$ cat src/hw/rtl/ftqg_pkg.sv
`timescale 1ns / 1ps

package ftqg_pkg;

	// Field and register widths.
	localparam int TIME_W      = 20;
	localparam int DIM_W       = 14;
	localparam int LVL_W       = 2;
	localparam int CHG_W       = 2;
	localparam int ALPHA_W     = 16;
	localparam int ALPHA_FRAC  = 16;
	localparam int ACC_W       = 26;

	// Shared multiplier: a 20 bit operand by a 16 bit operand.
	localparam int MUL_A_W     = 20;
	localparam int MUL_W       = MUL_A_W + ALPHA_W;

	// Cap products fit in 25 bits (16383 * 1280), quotients in DIM_W bits.
	localparam int CAP_PROD_W  = 25;
	localparam int DIV_STEPS   = DIM_W;
	localparam int DIV_CNT_W   = 4;

	// APB register file.
	localparam int PADDR_W     = 5;
	localparam int PDATA_W     = 32;
	localparam int REG_IDX_LSB = 2;
	localparam int REG_IDX_W   = PADDR_W - REG_IDX_LSB;

	localparam logic [REG_IDX_W-1:0] REG_ALPHA     = 3'd0;
	localparam logic [REG_IDX_W-1:0] REG_BUDGET    = 3'd1;
	localparam logic [REG_IDX_W-1:0] REG_UPGRADE   = 3'd2;
	localparam logic [REG_IDX_W-1:0] REG_DOWN_HOLD = 3'd3;
	localparam logic [REG_IDX_W-1:0] REG_UP_HOLD   = 3'd4;

	localparam logic [ALPHA_W-1:0] RST_ALPHA     = 16'd3277;
	localparam logic [TIME_W-1:0]  RST_BUDGET    = 20'd20000;
	localparam logic [TIME_W-1:0]  RST_UPGRADE   = 20'd14000;
	localparam logic [ACC_W-1:0]   RST_DOWN_HOLD = 26'd3000000;
	localparam logic [ACC_W-1:0]   RST_UP_HOLD   = 26'd20000000;

	localparam logic [ACC_W-1:0] ACC_MAX = {ACC_W{1'b1}};

	// Smallest size a cap may produce.
	localparam logic [DIM_W-1:0] MIN_W = 14'd160;
	localparam logic [DIM_W-1:0] MIN_H = 14'd90;

	// Level change codes.
	typedef enum logic [CHG_W-1:0] {
		CHG_NONE    = 2'd0,
		CHG_RAISED  = 2'd1,
		CHG_LOWERED = 2'd2
	} chg_t;

	typedef struct packed {
		logic [ALPHA_W-1:0] alpha;
		logic [TIME_W-1:0]  budget;
		logic [TIME_W-1:0]  upgrade;
		logic [ACC_W-1:0]   down_hold;
		logic [ACC_W-1:0]   up_hold;
	} cfg_t;

	// Commands from the controller to the datapath.
	typedef struct packed {
		logic load;
		logic seed;
		logic diff;
		logic mul_lo;
		logic mul_hi;
		logic sum;
		logic avg;
		logic acc;
		logic lvl;
		logic cap_ma;
		logic cap_mb;
		logic cap_sel;
		logic div_step;
		logic cap_fix;
		logic finish;
	} dp_cmd_t;

	// Status from the datapath to the controller.
	typedef struct packed {
		logic is_cap;
		logic t_zero;
		logic avg_valid;
		logic cap_pass;
		logic div_last;
	} dp_sts_t;

	// Box width for levels 1 to 3; level 3 and level 0 (the default) use the smallest box.
	function automatic logic [DIM_W-1:0] box_w(input logic [LVL_W-1:0] lvl);
		logic [DIM_W-1:0] r;
		case (lvl)
			2'd1:    r = 14'd1280;
			2'd2:    r = 14'd960;
			default: r = 14'd640;
		endcase
		return r;
	endfunction

	function automatic logic [DIM_W-1:0] box_h(input logic [LVL_W-1:0] lvl);
		logic [DIM_W-1:0] r;
		case (lvl)
			2'd1:    r = 14'd720;
			2'd2:    r = 14'd540;
			default: r = 14'd360;
		endcase
		return r;
	endfunction

endpackage

$ cat src/hw/rtl/ftqg_req_if.sv
`timescale 1ns / 1ps

interface ftqg_req_if;
	logic                           valid;
	logic                           ready;
	logic                           req_type;
	logic [ftqg_pkg::TIME_W-1:0]    frame_time_us;
	logic [ftqg_pkg::DIM_W-1:0]     req_width;
	logic [ftqg_pkg::DIM_W-1:0]     req_height;

	modport source (output valid, output req_type, output frame_time_us,
		output req_width, output req_height, input ready);
	modport sink (input valid, input req_type, input frame_time_us,
		input req_width, input req_height, output ready);
endinterface

$ cat src/hw/rtl/ftqg_res_if.sv
`timescale 1ns / 1ps

interface ftqg_res_if;
	logic                           valid;
	logic                           ready;
	logic [ftqg_pkg::LVL_W-1:0]     quality_level;
	logic [ftqg_pkg::CHG_W-1:0]     level_change;
	logic [ftqg_pkg::DIM_W-1:0]     out_width;
	logic [ftqg_pkg::DIM_W-1:0]     out_height;

	modport source (output valid, output quality_level, output level_change,
		output out_width, output out_height, input ready);
	modport sink (input valid, input quality_level, input level_change,
		input out_width, input out_height, output ready);
endinterface

$ cat src/hw/rtl/ftqg_cfg.sv
`timescale 1ns / 1ps

module ftqg_cfg (
	input  logic                           clk,
	input  logic                           arst_n,
	input  logic                           psel,
	input  logic                           penable,
	input  logic                           pwrite,
	input  logic [ftqg_pkg::PADDR_W-1:0]   paddr,
	input  logic [ftqg_pkg::PDATA_W-1:0]   pwdata,
	output logic [ftqg_pkg::PDATA_W-1:0]   prdata,
	output logic                           pready,
	output ftqg_pkg::cfg_t                 cfg
);

	logic                               wr_en;
	logic [ftqg_pkg::REG_IDX_W-1:0]     idx;
	ftqg_pkg::cfg_t                     cfg_q;

	assign wr_en  = psel & penable & pwrite;
	assign idx    = paddr[ftqg_pkg::PADDR_W-1:ftqg_pkg::REG_IDX_LSB];
	assign pready = 1'b1;
	assign cfg    = cfg_q;

	// Register writes in the access phase.
	always_ff @(posedge clk or negedge arst_n) begin
		if (!arst_n) begin
			cfg_q.alpha     <= ftqg_pkg::RST_ALPHA;
			cfg_q.budget    <= ftqg_pkg::RST_BUDGET;
			cfg_q.upgrade   <= ftqg_pkg::RST_UPGRADE;
			cfg_q.down_hold <= ftqg_pkg::RST_DOWN_HOLD;
			cfg_q.up_hold   <= ftqg_pkg::RST_UP_HOLD;
		end else if (wr_en) begin
			case (idx)
				ftqg_pkg::REG_ALPHA:     cfg_q.alpha     <= pwdata[ftqg_pkg::ALPHA_W-1:0];
				ftqg_pkg::REG_BUDGET:    cfg_q.budget    <= pwdata[ftqg_pkg::TIME_W-1:0];
				ftqg_pkg::REG_UPGRADE:   cfg_q.upgrade   <= pwdata[ftqg_pkg::TIME_W-1:0];
				ftqg_pkg::REG_DOWN_HOLD: cfg_q.down_hold <= pwdata[ftqg_pkg::ACC_W-1:0];
				ftqg_pkg::REG_UP_HOLD:   cfg_q.up_hold   <= pwdata[ftqg_pkg::ACC_W-1:0];
				default: ;
			endcase
		end
	end

	// Read back, zero extended.
	always_comb begin
		case (idx)
			ftqg_pkg::REG_ALPHA:     prdata = ftqg_pkg::PDATA_W'(cfg_q.alpha);
			ftqg_pkg::REG_BUDGET:    prdata = ftqg_pkg::PDATA_W'(cfg_q.budget);
			ftqg_pkg::REG_UPGRADE:   prdata = ftqg_pkg::PDATA_W'(cfg_q.upgrade);
			ftqg_pkg::REG_DOWN_HOLD: prdata = ftqg_pkg::PDATA_W'(cfg_q.down_hold);
			ftqg_pkg::REG_UP_HOLD:   prdata = ftqg_pkg::PDATA_W'(cfg_q.up_hold);
			default:                 prdata = '0;
		endcase
	end

endmodule

$ cat src/hw/rtl/ftqg_dp.sv
`timescale 1ns / 1ps

module ftqg_dp #(
	parameter int NUM_LEVELS    = 3,
	parameter int AVG_FRAC_BITS = 16
) (
	input  logic                           clk,
	input  logic                           arst_n,
	input  ftqg_pkg::cfg_t                 cfg,
	input  ftqg_pkg::dp_cmd_t              cmd,
	output ftqg_pkg::dp_sts_t              sts,
	input  logic                           in_req_type,
	input  logic [ftqg_pkg::TIME_W-1:0]    in_frame_time_us,
	input  logic [ftqg_pkg::DIM_W-1:0]     in_req_width,
	input  logic [ftqg_pkg::DIM_W-1:0]     in_req_height,
	output logic [ftqg_pkg::LVL_W-1:0]     out_quality_level,
	output logic [ftqg_pkg::CHG_W-1:0]     out_level_change,
	output logic [ftqg_pkg::DIM_W-1:0]     out_width,
	output logic [ftqg_pkg::DIM_W-1:0]     out_height
);

	localparam int AVG_W  = ftqg_pkg::TIME_W + AVG_FRAC_BITS;
	localparam int PROD_W = AVG_W + ftqg_pkg::ALPHA_W;
	localparam int SUM_W  = PROD_W + 1;
	localparam int DIM_W  = ftqg_pkg::DIM_W;
	localparam int ACC_W  = ftqg_pkg::ACC_W;
	localparam logic [SUM_W-1:0] ROUND = SUM_W'((1 << ftqg_pkg::ALPHA_FRAC) - 1);

	// Captured item.
	logic                           type_q;
	logic [ftqg_pkg::TIME_W-1:0]    t_q;
	logic [DIM_W-1:0]               w_q;
	logic [DIM_W-1:0]               h_q;

	// Governor state.
	logic [AVG_W-1:0]               avg_q;
	logic                           avg_valid_q;
	logic [ACC_W-1:0]               slow_q;
	logic [ACC_W-1:0]               fast_q;
	logic [ftqg_pkg::LVL_W-1:0]     level_q;

	// Working registers.
	logic [AVG_W-1:0]               diff_q;
	logic                           dn_q;
	logic [ftqg_pkg::MUL_W-1:0]     pp_lo_q;
	logic [ftqg_pkg::MUL_W-1:0]     pp_hi_q;
	logic [AVG_W-1:0]               step_q;
	logic [ftqg_pkg::CHG_W-1:0]     change_q;
	logic [DIM_W-1:0]               ow_q;
	logic [DIM_W-1:0]               oh_q;
	logic                           sel_w_q;
	logic [DIM_W-1:0]               dvs_q;
	logic [DIM_W-1:0]               rem_q;
	logic [DIM_W-1:0]               quo_q;
	logic [ftqg_pkg::DIV_CNT_W-1:0] cnt_q;

	// Result register.
	logic [ftqg_pkg::LVL_W-1:0]     res_level_q;
	logic [ftqg_pkg::CHG_W-1:0]     res_change_q;
	logic [DIM_W-1:0]               res_w_q;
	logic [DIM_W-1:0]               res_h_q;

	logic [AVG_W-1:0]               tq;
	logic [DIM_W-1:0]               bw;
	logic [DIM_W-1:0]               bh;
	logic [ftqg_pkg::MUL_A_W-1:0]   mul_a;
	logic [ftqg_pkg::ALPHA_W-1:0]   mul_b;
	logic [ftqg_pkg::MUL_W-1:0]     mul_p;
	logic [SUM_W-1:0]               sum;
	logic [AVG_W-1:0]               bud_fx;
	logic [AVG_W-1:0]               upg_fx;
	logic [ACC_W:0]                 slow_sum;
	logic [ACC_W:0]                 fast_sum;
	logic [ACC_W-1:0]               slow_sat;
	logic [ACC_W-1:0]               fast_sat;
	logic                           sel_w;
	logic [ftqg_pkg::CAP_PROD_W-1:0] dividend;
	logic [DIM_W:0]                 rem_sh;
	logic [DIM_W:0]                 rem_sub;
	logic                           q_bit;

	assign tq     = AVG_W'(t_q) << AVG_FRAC_BITS;
	assign bw     = ftqg_pkg::box_w(level_q);
	assign bh     = ftqg_pkg::box_h(level_q);
	assign bud_fx = AVG_W'(cfg.budget) << AVG_FRAC_BITS;
	assign upg_fx = AVG_W'(cfg.upgrade) << AVG_FRAC_BITS;

	// Shared multiplier operand selection.
	always_comb begin
		mul_a = diff_q[ftqg_pkg::MUL_A_W-1:0];
		mul_b = cfg.alpha;
		if (cmd.mul_hi) begin
			mul_a = ftqg_pkg::MUL_A_W'(diff_q >> ftqg_pkg::MUL_A_W);
		end else if (cmd.cap_ma) begin
			mul_a = ftqg_pkg::MUL_A_W'(h_q);
			mul_b = ftqg_pkg::ALPHA_W'(bw);
		end else if (cmd.cap_mb) begin
			mul_a = ftqg_pkg::MUL_A_W'(w_q);
			mul_b = ftqg_pkg::ALPHA_W'(bh);
		end
	end

	assign mul_p = ftqg_pkg::MUL_W'(mul_a) * ftqg_pkg::MUL_W'(mul_b);

	// Join the partial products; a downward step rounds up so the average
	// never undershoots the sample.
	assign sum = (SUM_W'(pp_hi_q) << ftqg_pkg::MUL_A_W) + SUM_W'(pp_lo_q)
		+ (dn_q ? ROUND : '0);

	// Saturating accumulators.
	assign slow_sum = (ACC_W + 1)'(slow_q) + (ACC_W + 1)'(t_q);
	assign fast_sum = (ACC_W + 1)'(fast_q) + (ACC_W + 1)'(t_q);
	assign slow_sat = slow_sum[ACC_W] ? ftqg_pkg::ACC_MAX : slow_sum[ACC_W-1:0];
	assign fast_sat = fast_sum[ACC_W] ? ftqg_pkg::ACC_MAX : fast_sum[ACC_W-1:0];

	// Cap side: fit width when box_w * h <= box_h * w, else fit height.
	assign sel_w    = pp_lo_q <= pp_hi_q;
	assign dividend = sel_w ? pp_lo_q[ftqg_pkg::CAP_PROD_W-1:0]
		: pp_hi_q[ftqg_pkg::CAP_PROD_W-1:0];

	// One restoring division step.
	assign rem_sh  = {rem_q, quo_q[DIM_W-1]};
	assign rem_sub = rem_sh - {1'b0, dvs_q};
	assign q_bit   = rem_sh >= {1'b0, dvs_q};

	// Status for the controller.
	always_comb begin
		sts.is_cap    = type_q;
		sts.t_zero    = t_q == '0;
		sts.avg_valid = avg_valid_q;
		sts.cap_pass  = (level_q == '0) || (w_q == '0) || (h_q == '0)
			|| ((w_q <= bw) && (h_q <= bh));
		sts.div_last  = cnt_q == ftqg_pkg::DIV_CNT_W'(ftqg_pkg::DIV_STEPS - 1);
	end

	// Governor state: average, accumulators and level.
	always_ff @(posedge clk or negedge arst_n) begin
		if (!arst_n) begin
			avg_q       <= '0;
			avg_valid_q <= 1'b0;
			slow_q      <= '0;
			fast_q      <= '0;
			level_q     <= '0;
			cnt_q       <= '0;
		end else begin
			if (cmd.seed) begin
				avg_q       <= tq;
				avg_valid_q <= 1'b1;
			end
			if (cmd.avg) begin
				avg_q <= dn_q ? avg_q - step_q : avg_q + step_q;
			end
			if (cmd.acc) begin
				if (avg_q > bud_fx) begin
					slow_q <= slow_sat;
					fast_q <= '0;
				end else if (avg_q < upg_fx) begin
					fast_q <= fast_sat;
					slow_q <= '0;
				end else begin
					slow_q <= '0;
					fast_q <= '0;
				end
			end
			if (cmd.lvl) begin
				if (slow_q >= cfg.down_hold
						&& level_q < ftqg_pkg::LVL_W'(NUM_LEVELS)) begin
					level_q <= level_q + 1'b1;
					slow_q  <= '0;
				end else if (fast_q >= cfg.up_hold && level_q != '0) begin
					level_q <= level_q - 1'b1;
					fast_q  <= '0;
				end
			end
			if (cmd.cap_sel) begin
				cnt_q <= '0;
			end else if (cmd.div_step) begin
				cnt_q <= cnt_q + 1'b1;
			end
		end
	end

	// Item capture and working registers.
	always_ff @(posedge clk) begin
		if (cmd.load) begin
			type_q   <= in_req_type;
			t_q      <= in_frame_time_us;
			w_q      <= in_req_width;
			h_q      <= in_req_height;
			change_q <= ftqg_pkg::CHG_NONE;
			ow_q     <= in_req_type ? in_req_width : '0;
			oh_q     <= in_req_type ? in_req_height : '0;
		end
		if (cmd.diff) begin
			dn_q   <= !(tq >= avg_q);
			diff_q <= (tq >= avg_q) ? tq - avg_q : avg_q - tq;
		end
		if (cmd.mul_lo || cmd.cap_ma) begin
			pp_lo_q <= mul_p;
		end
		if (cmd.mul_hi || cmd.cap_mb) begin
			pp_hi_q <= mul_p;
		end
		if (cmd.sum) begin
			step_q <= AVG_W'(sum >> ftqg_pkg::ALPHA_FRAC);
		end
		if (cmd.lvl) begin
			if (slow_q >= cfg.down_hold && level_q < ftqg_pkg::LVL_W'(NUM_LEVELS)) begin
				change_q <= ftqg_pkg::CHG_RAISED;
			end else if (fast_q >= cfg.up_hold && level_q != '0) begin
				change_q <= ftqg_pkg::CHG_LOWERED;
			end
		end
		if (cmd.cap_sel) begin
			sel_w_q <= sel_w;
			dvs_q   <= sel_w ? w_q : h_q;
			rem_q   <= DIM_W'(dividend[ftqg_pkg::CAP_PROD_W-1:DIM_W]);
			quo_q   <= dividend[DIM_W-1:0];
		end
		if (cmd.div_step) begin
			rem_q <= q_bit ? rem_sub[DIM_W-1:0] : rem_sh[DIM_W-1:0];
			quo_q <= {quo_q[DIM_W-2:0], q_bit};
		end
		if (cmd.cap_fix) begin
			if (sel_w_q) begin
				ow_q <= bw;
				oh_q <= (quo_q < ftqg_pkg::MIN_H) ? ftqg_pkg::MIN_H : quo_q;
			end else begin
				oh_q <= bh;
				ow_q <= (quo_q < ftqg_pkg::MIN_W) ? ftqg_pkg::MIN_W : quo_q;
			end
		end
		if (cmd.finish) begin
			res_level_q  <= level_q;
			res_change_q <= change_q;
			res_w_q      <= ow_q;
			res_h_q      <= oh_q;
		end
	end

	assign out_quality_level = res_level_q;
	assign out_level_change  = res_change_q;
	assign out_width         = res_w_q;
	assign out_height        = res_h_q;

endmodule

$ cat src/hw/rtl/ftqg_ctrl.sv
`timescale 1ns / 1ps

module ftqg_ctrl (
	input  logic                 clk,
	input  logic                 arst_n,
	input  logic                 in_valid,
	output logic                 in_ready,
	output logic                 out_valid,
	input  logic                 out_ready,
	input  ftqg_pkg::dp_sts_t    sts,
	output ftqg_pkg::dp_cmd_t    cmd
);

	typedef enum logic [15:0] {
		S_IDLE   = 16'h0001,
		S_DECODE = 16'h0002,
		S_SEED   = 16'h0004,
		S_DIFF   = 16'h0008,
		S_MLO    = 16'h0010,
		S_MHI    = 16'h0020,
		S_SUM    = 16'h0040,
		S_AVG    = 16'h0080,
		S_ACC    = 16'h0100,
		S_LVL    = 16'h0200,
		S_CMA    = 16'h0400,
		S_CMB    = 16'h0800,
		S_CSEL   = 16'h1000,
		S_DIV    = 16'h2000,
		S_CFIX   = 16'h4000,
		S_FINISH = 16'h8000
	} state_t;

	state_t state_q;
	state_t state_nxt;
	logic   out_valid_q;
	logic   res_free;

	// The result register can take a new beat when empty or being drained.
	assign res_free  = !out_valid_q || out_ready;
	assign in_ready  = state_q == S_IDLE;
	assign out_valid = out_valid_q;

	// Next state.
	always_comb begin
		state_nxt = state_q;
		case (state_q)
			S_IDLE:   if (in_valid) state_nxt = S_DECODE;
			S_DECODE: begin
				if (sts.is_cap) begin
					state_nxt = sts.cap_pass ? S_FINISH : S_CMA;
				end else if (sts.t_zero) begin
					state_nxt = S_FINISH;
				end else begin
					state_nxt = sts.avg_valid ? S_DIFF : S_SEED;
				end
			end
			S_SEED:   state_nxt = S_FINISH;
			S_DIFF:   state_nxt = S_MLO;
			S_MLO:    state_nxt = S_MHI;
			S_MHI:    state_nxt = S_SUM;
			S_SUM:    state_nxt = S_AVG;
			S_AVG:    state_nxt = S_ACC;
			S_ACC:    state_nxt = S_LVL;
			S_LVL:    state_nxt = S_FINISH;
			S_CMA:    state_nxt = S_CMB;
			S_CMB:    state_nxt = S_CSEL;
			S_CSEL:   state_nxt = S_DIV;
			S_DIV:    if (sts.div_last) state_nxt = S_CFIX;
			S_CFIX:   state_nxt = S_FINISH;
			S_FINISH: if (res_free) state_nxt = S_IDLE;
			default:  state_nxt = S_IDLE;
		endcase
	end

	// Datapath commands.
	always_comb begin
		cmd          = '0;
		cmd.load     = (state_q == S_IDLE) && in_valid;
		cmd.seed     = state_q == S_SEED;
		cmd.diff     = state_q == S_DIFF;
		cmd.mul_lo   = state_q == S_MLO;
		cmd.mul_hi   = state_q == S_MHI;
		cmd.sum      = state_q == S_SUM;
		cmd.avg      = state_q == S_AVG;
		cmd.acc      = state_q == S_ACC;
		cmd.lvl      = state_q == S_LVL;
		cmd.cap_ma   = state_q == S_CMA;
		cmd.cap_mb   = state_q == S_CMB;
		cmd.cap_sel  = state_q == S_CSEL;
		cmd.div_step = state_q == S_DIV;
		cmd.cap_fix  = state_q == S_CFIX;
		cmd.finish   = (state_q == S_FINISH) && res_free;
	end

	always_ff @(posedge clk or negedge arst_n) begin
		if (!arst_n) begin
			state_q     <= S_IDLE;
			out_valid_q <= 1'b0;
		end else begin
			state_q <= state_nxt;
			if (cmd.finish) begin
				out_valid_q <= 1'b1;
			end else if (out_ready) begin
				out_valid_q <= 1'b0;
			end
		end
	end

endmodule

$ cat src/hw/rtl/frame_time_quality_governor_top.sv
// A pass-through item goes from decode straight to finish, which registers the result beat.
// A frame report that updates the average passes diff, multiply low and high, sum, average,
// accumulate and level; a cap request, both cap multiplies, side select, the 14-step serial
// divider and fix-up. A waiting result beat lets the next item in but holds it at finish.
// Reset (arst_n low) clears the average, both accumulators and the level, empties the result
// register and loads the configuration registers with their default values.
`timescale 1ns / 1ps

module frame_time_quality_governor_top #(
	parameter int NUM_LEVELS    = 3,
	parameter int AVG_FRAC_BITS = 16
) (
	input  logic                           clk,
	input  logic                           arst_n,
	ftqg_req_if.sink                       req,
	ftqg_res_if.source                     res,
	input  logic                           psel,
	input  logic                           penable,
	input  logic                           pwrite,
	input  logic [ftqg_pkg::PADDR_W-1:0]   paddr,
	input  logic [ftqg_pkg::PDATA_W-1:0]   pwdata,
	output logic [ftqg_pkg::PDATA_W-1:0]   prdata,
	output logic                           pready
);

	ftqg_pkg::cfg_t     cfg;
	ftqg_pkg::dp_cmd_t  cmd;
	ftqg_pkg::dp_sts_t  sts;
	logic               in_ready;
	logic               out_valid;

	assign req.ready = in_ready;
	assign res.valid = out_valid;

	// Configuration registers.
	ftqg_cfg u_cfg (
		.clk     (clk),
		.arst_n  (arst_n),
		.psel    (psel),
		.penable (penable),
		.pwrite  (pwrite),
		.paddr   (paddr),
		.pwdata  (pwdata),
		.prdata  (prdata),
		.pready  (pready),
		.cfg     (cfg)
	);

	// Sequencer.
	ftqg_ctrl u_ctrl (
		.clk       (clk),
		.arst_n    (arst_n),
		.in_valid  (req.valid),
		.in_ready  (in_ready),
		.out_valid (out_valid),
		.out_ready (res.ready),
		.sts       (sts),
		.cmd       (cmd)
	);

	// Average, accumulators, level and cap arithmetic.
	ftqg_dp #(
		.NUM_LEVELS    (NUM_LEVELS),
		.AVG_FRAC_BITS (AVG_FRAC_BITS)
	) u_dp (
		.clk               (clk),
		.arst_n            (arst_n),
		.cfg               (cfg),
		.cmd               (cmd),
		.sts               (sts),
		.in_req_type       (req.req_type),
		.in_frame_time_us  (req.frame_time_us),
		.in_req_width      (req.req_width),
		.in_req_height     (req.req_height),
		.out_quality_level (res.quality_level),
		.out_level_change  (res.level_change),
		.out_width         (res.out_width),
		.out_height        (res.out_height)
	);

endmodule

$ cat src/flat_wrapper.sv
// flat-port wrapper written by rule: the top's interface ports become plain ports
module frame_time_quality_governor_top_flat 
#(
	parameter int NUM_LEVELS    = 3,
	parameter int AVG_FRAC_BITS = 16
)
  (clk, arst_n, psel, penable, pwrite, paddr, pwdata, prdata, pready, req_valid, req_req_type, req_frame_time_us, req_req_width, req_req_height, req_ready, res_valid, res_quality_level, res_level_change, res_out_width, res_out_height, res_ready);
  ftqg_req_if req_i ();
  ftqg_res_if res_i ();
  input  logic clk;
  input  logic arst_n;
  input  logic psel;
  input  logic penable;
  input  logic pwrite;
  input  logic [ftqg_pkg::PADDR_W-1:0] paddr;
  input  logic [ftqg_pkg::PDATA_W-1:0] pwdata;
  output logic [ftqg_pkg::PDATA_W-1:0] prdata;
  output logic pready;
  input wire logic [$bits(req_i.valid)-1:0] req_valid;
  input wire logic [$bits(req_i.req_type)-1:0] req_req_type;
  input wire logic [$bits(req_i.frame_time_us)-1:0] req_frame_time_us;
  input wire logic [$bits(req_i.req_width)-1:0] req_req_width;
  input wire logic [$bits(req_i.req_height)-1:0] req_req_height;
  output wire logic [$bits(req_i.ready)-1:0] req_ready;
  output wire logic [$bits(res_i.valid)-1:0] res_valid;
  output wire logic [$bits(res_i.quality_level)-1:0] res_quality_level;
  output wire logic [$bits(res_i.level_change)-1:0] res_level_change;
  output wire logic [$bits(res_i.out_width)-1:0] res_out_width;
  output wire logic [$bits(res_i.out_height)-1:0] res_out_height;
  input wire logic [$bits(res_i.ready)-1:0] res_ready;
  assign req_i.valid = req_valid;
  assign req_i.req_type = req_req_type;
  assign req_i.frame_time_us = req_frame_time_us;
  assign req_i.req_width = req_req_width;
  assign req_i.req_height = req_req_height;
  assign req_ready = req_i.ready;
  assign res_valid = res_i.valid;
  assign res_quality_level = res_i.quality_level;
  assign res_level_change = res_i.level_change;
  assign res_out_width = res_i.out_width;
  assign res_out_height = res_i.out_height;
  assign res_i.ready = res_ready;
  frame_time_quality_governor_top #(.NUM_LEVELS(NUM_LEVELS), .AVG_FRAC_BITS(AVG_FRAC_BITS)) u_core (.clk(clk), .arst_n(arst_n), .req(req_i), .res(res_i), .psel(psel), .penable(penable), .pwrite(pwrite), .paddr(paddr), .pwdata(pwdata), .prdata(prdata), .pready(pready));
endmodule
$ cat config.mk
export PLATFORM = sky130hd
export DESIGN_NAME = frame_time_quality_governor_top_flat
export DESIGN_NICKNAME = d
export VERILOG_FILES = /design/src/hw/rtl/ftqg_pkg.sv /design/src/hw/rtl/ftqg_req_if.sv /design/src/hw/rtl/ftqg_res_if.sv /design/src/hw/rtl/ftqg_cfg.sv /design/src/hw/rtl/ftqg_dp.sv /design/src/hw/rtl/ftqg_ctrl.sv /design/src/hw/rtl/frame_time_quality_governor_top.sv /design/src/flat_wrapper.sv
export SDC_FILE = /design/constraint.sdc
export NUM_CORES = 2
export LEC_CHECK = 0
export BUFFER_PORTS_ARGS = -buffer_cell sky130_fd_sc_hd__buf_4
export CAP_MARGIN = 20
export CORE_MARGIN = 2
export CORE_UTILIZATION = 50
export CTS_CLUSTER_DIAMETER = 200
export DETAILED_ROUTE_END_ITERATION = 10
export HOLD_SLACK_MARGIN = 0.03
export PLACE_DENSITY_LB_ADDON = 0.25
export SLEW_MARGIN = 0
export SYNTH_ARGS = -nofsm -noshare
export SYNTH_HDL_FRONTEND = slang
export SYNTH_SLANG_ARGS = --single-unit
$ cat constraint.sdc
create_clock -name clk -period 15.1 [get_ports clk]
set_input_delay 4.53 -clock clk [delete_from_list [all_inputs] [get_ports clk]]
set_output_delay 4.53 -clock clk [all_outputs]
set_load 0.05 [all_outputs]
# Yosys cells after proc, flatten, opt, wreduce, memory -nomap -nowiden
# Cells that the tools add are included.
[word_totals]
register_bits = 519
latchBits = 0
ram_bits = 0
mem_bits_ro = 0
input_bits = 93
elab_cells = 179
mem_count = 0
[op_classes]
addsub = 12
n_mul = 1
n_div = 0
n_lt_le_gt_ge = 12
n_eq_ne = 26
shift = 0
mux = 61
bitwise = 2
n_reduce_logical = 32
[op_table]
columns = ["cell", "count"]
rows = [
  ["$mux W26", 12],
  ["$mux W14", 16],
  ["$pmux W16 S14", 1],
  ["$mux W16", 10],
  ["$mux W36", 4],
  ["$pmux W26 S5", 1],
  ["$sub A36 B36 Y36", 3],
  ["$mux W20", 3],
  ["$add A26 B20 Y27", 2],
  ["$add A52 B16 Y52", 1],
  ["$add A52 B36 Y52", 1],
  ["$ge A26 B26 Y1", 2],
  ["$add A36 B36 Y36", 1],
  ["$ge A36 B36 Y1", 1],
  ["$gt A36 B36 Y1", 1],
  ["$le A36 B36 Y1", 1],
  ["$lt A36 B36 Y1", 1],
  ["$mul A20 B16 Y36", 1],
  ["$logic_not A14 Y1", 2],
  ["$mux W25", 1],
  ["$pmux W11 S2", 1],
  ["$logic_not A20 Y1", 1],
  ["$pmux W10 S2", 1],
  ["$eq A16 B1 Y1 const B", 1],
  ["other kinds (45)", 77],
]

# Longest topological paths before layout
[depth]
depth_word = 8
mapped_depth = 38

# Hierarchy
# From an unflattened synthesis, not the netlist that was laid out.
[unflattened]
hier_cells = 4460
area_unflattened_um2 = 43783.2
[modules_own_cells]
columns = ["module", "n_inst", "cells_per_inst", "area_each_um2"]
rows = [
  ["ftqg_dp", 1, 4003, 37618.6],
  ["ftqg_cfg", 1, 348, 5101.1],
  ["ftqg_ctrl", 1, 109, 1063.5],
]

# Worst setup path before layout
# Ideal clock, no wire load.
[synth_path]
kind = "input to output"
startpoint = "input paddr[2] (netlist bit)"
endpoint = "output prdata[5] (netlist bit)"
arrival_ns = 6.291
required_time_ns = 10.570
path_slack_ns = 4.279
cell_stages = 7
path_buffers = 3
cell_sequence = "clkbuf_1 -> clkbuf_1 -> clkbuf_1 -> nand2_1 -> o21ai_0 -> a22oi_1 -> o22ai_1"
[synth_via]
elab_chain_cells = 2
elab_cells_between_ends = 6
classes_between = "4 x eq/ne; 1 x mux; 1 x reduce/logical"
[synth_rtl]
columns = ["item", "line", "source"]
rows = [
  ["start: declaration", "flat_wrapper.sv:15", "input logic [ftqg_pkg::PADDR_W-1:0] paddr;"],
  ["$eq A3 B3 Y1 (tied with other cells)", "ftqg_cfg.sv:47", "case (idx)"],
  ["$pmux W26 S5 (*)", "ftqg_cfg.sv:47", ""],
  ["end: declaration", "flat_wrapper.sv:17", "output logic [ftqg_pkg::PDATA_W-1:0] prdata;"],
]
# Mark *: on every way between the ends. The rest lies on a longest branch, timed or not.

# Final worst setup path
[layout_path]
startpoint = "input paddr[2] (netlist bit)"
endpoint = "output prdata[21] (netlist bit)"
# The elaborated chain is that of the path after synthesis.

==> out/qor.csv <==
stage,metric,value,unit
run_status,outcome,"finished, final reports clean",
logic_synthesis,Ys Warns,0,
die,Starting Density,0.505,
timing,Final Setup Violations,0,
timing,Worst Max-Slew Pin Slew,1.09,ns
final_layout,share of layout cells above drive strength 1,0.0960,
global_routing,largest net degree at the start of global routing,100,
timing,Final Cycle Share,0.754,
route,antenna-violating nets left,0,
place,Detailed Place HPWL,105000,um
timing,RSZ-0062 raised after global routing,false,
place,Port Buffer Count,144,
critical_path,Worst EP required,10.57,ns
logic_synthesis,sequential cell area fraction in the yosys report,0.336,
critical_path,R2R Setup Slk,4.74,ns
final_layout,post-route insts no fill,5844,
final_layout,most frequent cells in the layout,"526 x inv_1, 498 x nand2_1, 414 x ha_1",
cts,clk sink count,519,
route,Pre-antenna DRT Iters,6,
die,die area,0.0887,mm2
timing,min Tclk post-route,11.38,ns
timing,Clock Skew,0.0421,ns
cts,CTS tree,yes,
cts,post-cts hold buffer count,0,
global_routing,number of global-route vias before repair,32892,
die,die height,298,um
logic_synthesis,post-synthesis compound-gate area fraction,0.149,
logic_synthesis,simple logic cell fraction of the synthesized area,0.142,
critical_path,crit path DAT,6.85,ns
global_routing,antenna violations before repair,13,
logic_synthesis,Synth Area per Inst,9.46,um2
die,num rows,107,
final_layout,area grow syn2layout,9.97,%
logic_synthesis,unique cell type count in the Yosys netlist,91,
global_routing,global-route wire length before repair,201000,um
logic_synthesis,synthesized cell area,0.0432,mm2
route,vias per inst,5.90,
logic_synthesis,Post-Synth XOR/XNOR Area,0.0420,
critical_path,critical path endpoint category,primary output,
logic_synthesis,number of synthesized flops with an enable pin,297,
die,Die X-Extent,298,um
critical_path,crit path max fanout,42,
place,cell count after placement,5731,
logic_synthesis,Seq cells post-synth,519,
cts,post_cts resized,0,
timing,fmax,0.0879,GHz
logic_synthesis,combinational family with the most area after synthesis,adder cells,
place,gpl congestion,1.02,
route,Vias,34497,
cts,"Reg clk slew, reported paths",0.06,ns
final_layout,nets@finish,5411,
final_layout,"most common cell after layout, fill and taps aside",inv_1,
timing,Slew HR,0.271,
logic_synthesis,cells after synthesis,4563,
worst_hold_path,Worst Hold Class,register to register,
route,WL final,133000,um
cts,Root Driver,clkbuf_16,
critical_path,WS Path Type,primary input to primary output,
die,# IOs,160,
route,DRT iter0 DRCs,3289,
global_routing,Overflow after GRT,0,
cts,post-CTS setup buffers,0,
logic_synthesis,Synth async-reset ratio,0.424,
cts,CTS buffer count,57,
cts,Max H-tree Level,2,
die,core area,0.0854,mm2
critical_path,CP Launch Type,primary input,
route,wire per inst,22.7,um
timing,Max Slew Vio Count,0,
logic_synthesis,mux cell area share after synthesis,0.0300,
final_layout,design area,0.0475,mm2
route,DR DRC count,0,
place,"Cell Area, Placed",0.0455,mm2
cts,clk_lat worst skew,0.65,ns
timing,"Hold Vio Cnt, Final",0,
timing,TNS Setup,0,ns
flow_run,Max-Cap Viols,0,
logic_synthesis,ys flop type,edfxtp_1,
logic_synthesis,Synth Area in Adders,0.238,
global_routing,All-Layer GR Usage,0.299,
cts,CTS Buffer Depth,3,
through the flow:
| stage | setup WS, ns | hold slack, ns | util |
|---|---|---|---|
| final | 3.72 | 0.419 | 0.556 |
| after global routing | 3.59 | 0.425 | 0.556 |
| after CTS | 3.81 | 0.421 | 0.555 |
| after detailed placement | 3.81 | 0.405 | 0.532 |
| after global placement | 3.84 | 0.402 | 0.532 |
| after floorplan | 4.28 | 0.400 | - |
worst paths after layout:
path | from | end | depth (start not counted)
setup / recovery | paddr[2] | prdata[21] | 7
hold / removal | u_core.u_dp.oh_q[2] | u_core.u_dp.out_height[2] | 0
setup reg to reg | u_core.u_ctrl.state_q[9] | u_core.u_dp.pp_lo_q[34] | 30
hold reg to reg | u_core.u_dp.oh_q[2] | u_core.u_dp.out_height[2] | 0
max in group asynchronous | arst_n | u_core.u_dp.avg_q[2] | 2
min in group asynchronous | arst_n | u_core.u_dp.fast_q[20] | 1
layer usage:
| layer | GRT usage | part of all wire | vias to the layer above |
|---|---|---|---|
| li1 | - | - | 15973 |
| met1 | 0.425 | 0.44 | 16847 |
| met2 | 0.438 | 0.42 | 1390 |
| met3 | 0.0779 | 0.099 | 273 |
| met4 | 0.109 | 0.042 | 14 |
| met5 | 0 | 0.00072 | - |
synthesized netlist by cell type, types with 13 or more instances:
| cell type | count | area, um2 |
|---|---|---|
| mux2_2 | 66 | 743 |
| o21ai_0 | 273 | 1370 |
| xnor2_1 | 150 | 1310 |
| ha_1 | 414 | 5180 |
| nand4_1 | 40 | 250 |
| nor4_1 | 33 | 206 |
| o211ai_1 | 20 | 150 |
| mux2i_1 | 55 | 551 |
| a31oi_1 | 18 | 113 |
| edfxtp_1 | 297 | 8920 |
| a22oi_1 | 39 | 293 |
| buf_1 | 13 | 48.8 |
| fa_1 | 255 | 5100 |
| nor3b_1 | 17 | 128 |
| nand2b_1 | 36 | 225 |
| nor2_1 | 339 | 1270 |
| xor2_1 | 57 | 499 |
| and3_1 | 46 | 288 |
| a21oi_1 | 267 | 1340 |
| nand2_1 | 498 | 1870 |
| inv_1 | 527 | 1980 |
| a21o_1 | 126 | 946 |
| o31ai_1 | 18 | 135 |
| a211oi_1 | 50 | 375 |
| nand3_1 | 79 | 395 |
| and2_1 | 30 | 188 |
| nor2b_1 | 56 | 350 |
| dfrtp_1 | 182 | 4550 |
| o21a_1 | 42 | 315 |
| or3_1 | 24 | 150 |
| nor3_1 | 59 | 295 |
| o22ai_1 | 27 | 169 |
| o21ai_1 | 16 | 80.1 |
| clkbuf_1 | 136 | 510 |
| dfstp_2 | 38 | 998 |
state kept, by name, summed over array words and instances, names as in the netlist, 26 cells and up:
name,flops
u_core.u_cfg.cfg,108
u_core.u_dp.avg_q,36
u_core.u_dp.diff_q,36
u_core.u_dp.fast_q,26
u_core.u_dp.pp_hi_q,36
u_core.u_dp.pp_lo_q,36
u_core.u_dp.slow_q,26
u_core.u_dp.step_q,36
area by class of cell:
cell class | count | area [um2]
Inverter | 530 | 1990
Clock inverter | 34 | 413
Tap cell | 1144 | 1430
Sequential cell | 519 | 14500
Antenna cell | 4 | 10.0
Timing Repair Buffer | 194 | 1500
Clock buffer | 72 | 1540
Multi-Input combinational cell | 3347 | 26100
Fill cell | 7682 | 37900
critical path, cell delays in order:
cell	delay, ns
buf_4	0.39
nor2b_1	0.76
buf_4	0.36
and2_1	0.30
nand2_1	0.08
o21ai_0	0.15
buf_4	0.27
kinds of logic after synthesis:
kind of cell             after synthesis
AO/OA/AOI/OAI                       1021
XOR/XNOR                             207
adder cells (fa/ha/maj)              669
buffers and inverters                702
flip-flops                           519
multiplexers                         121
other                                  2
AND/OR/NAND/NOR                     1322
Power is left out: the tool's default activity adds up to more than one toggle a clock period on the data nets, which glitch-free logic cannot reach.
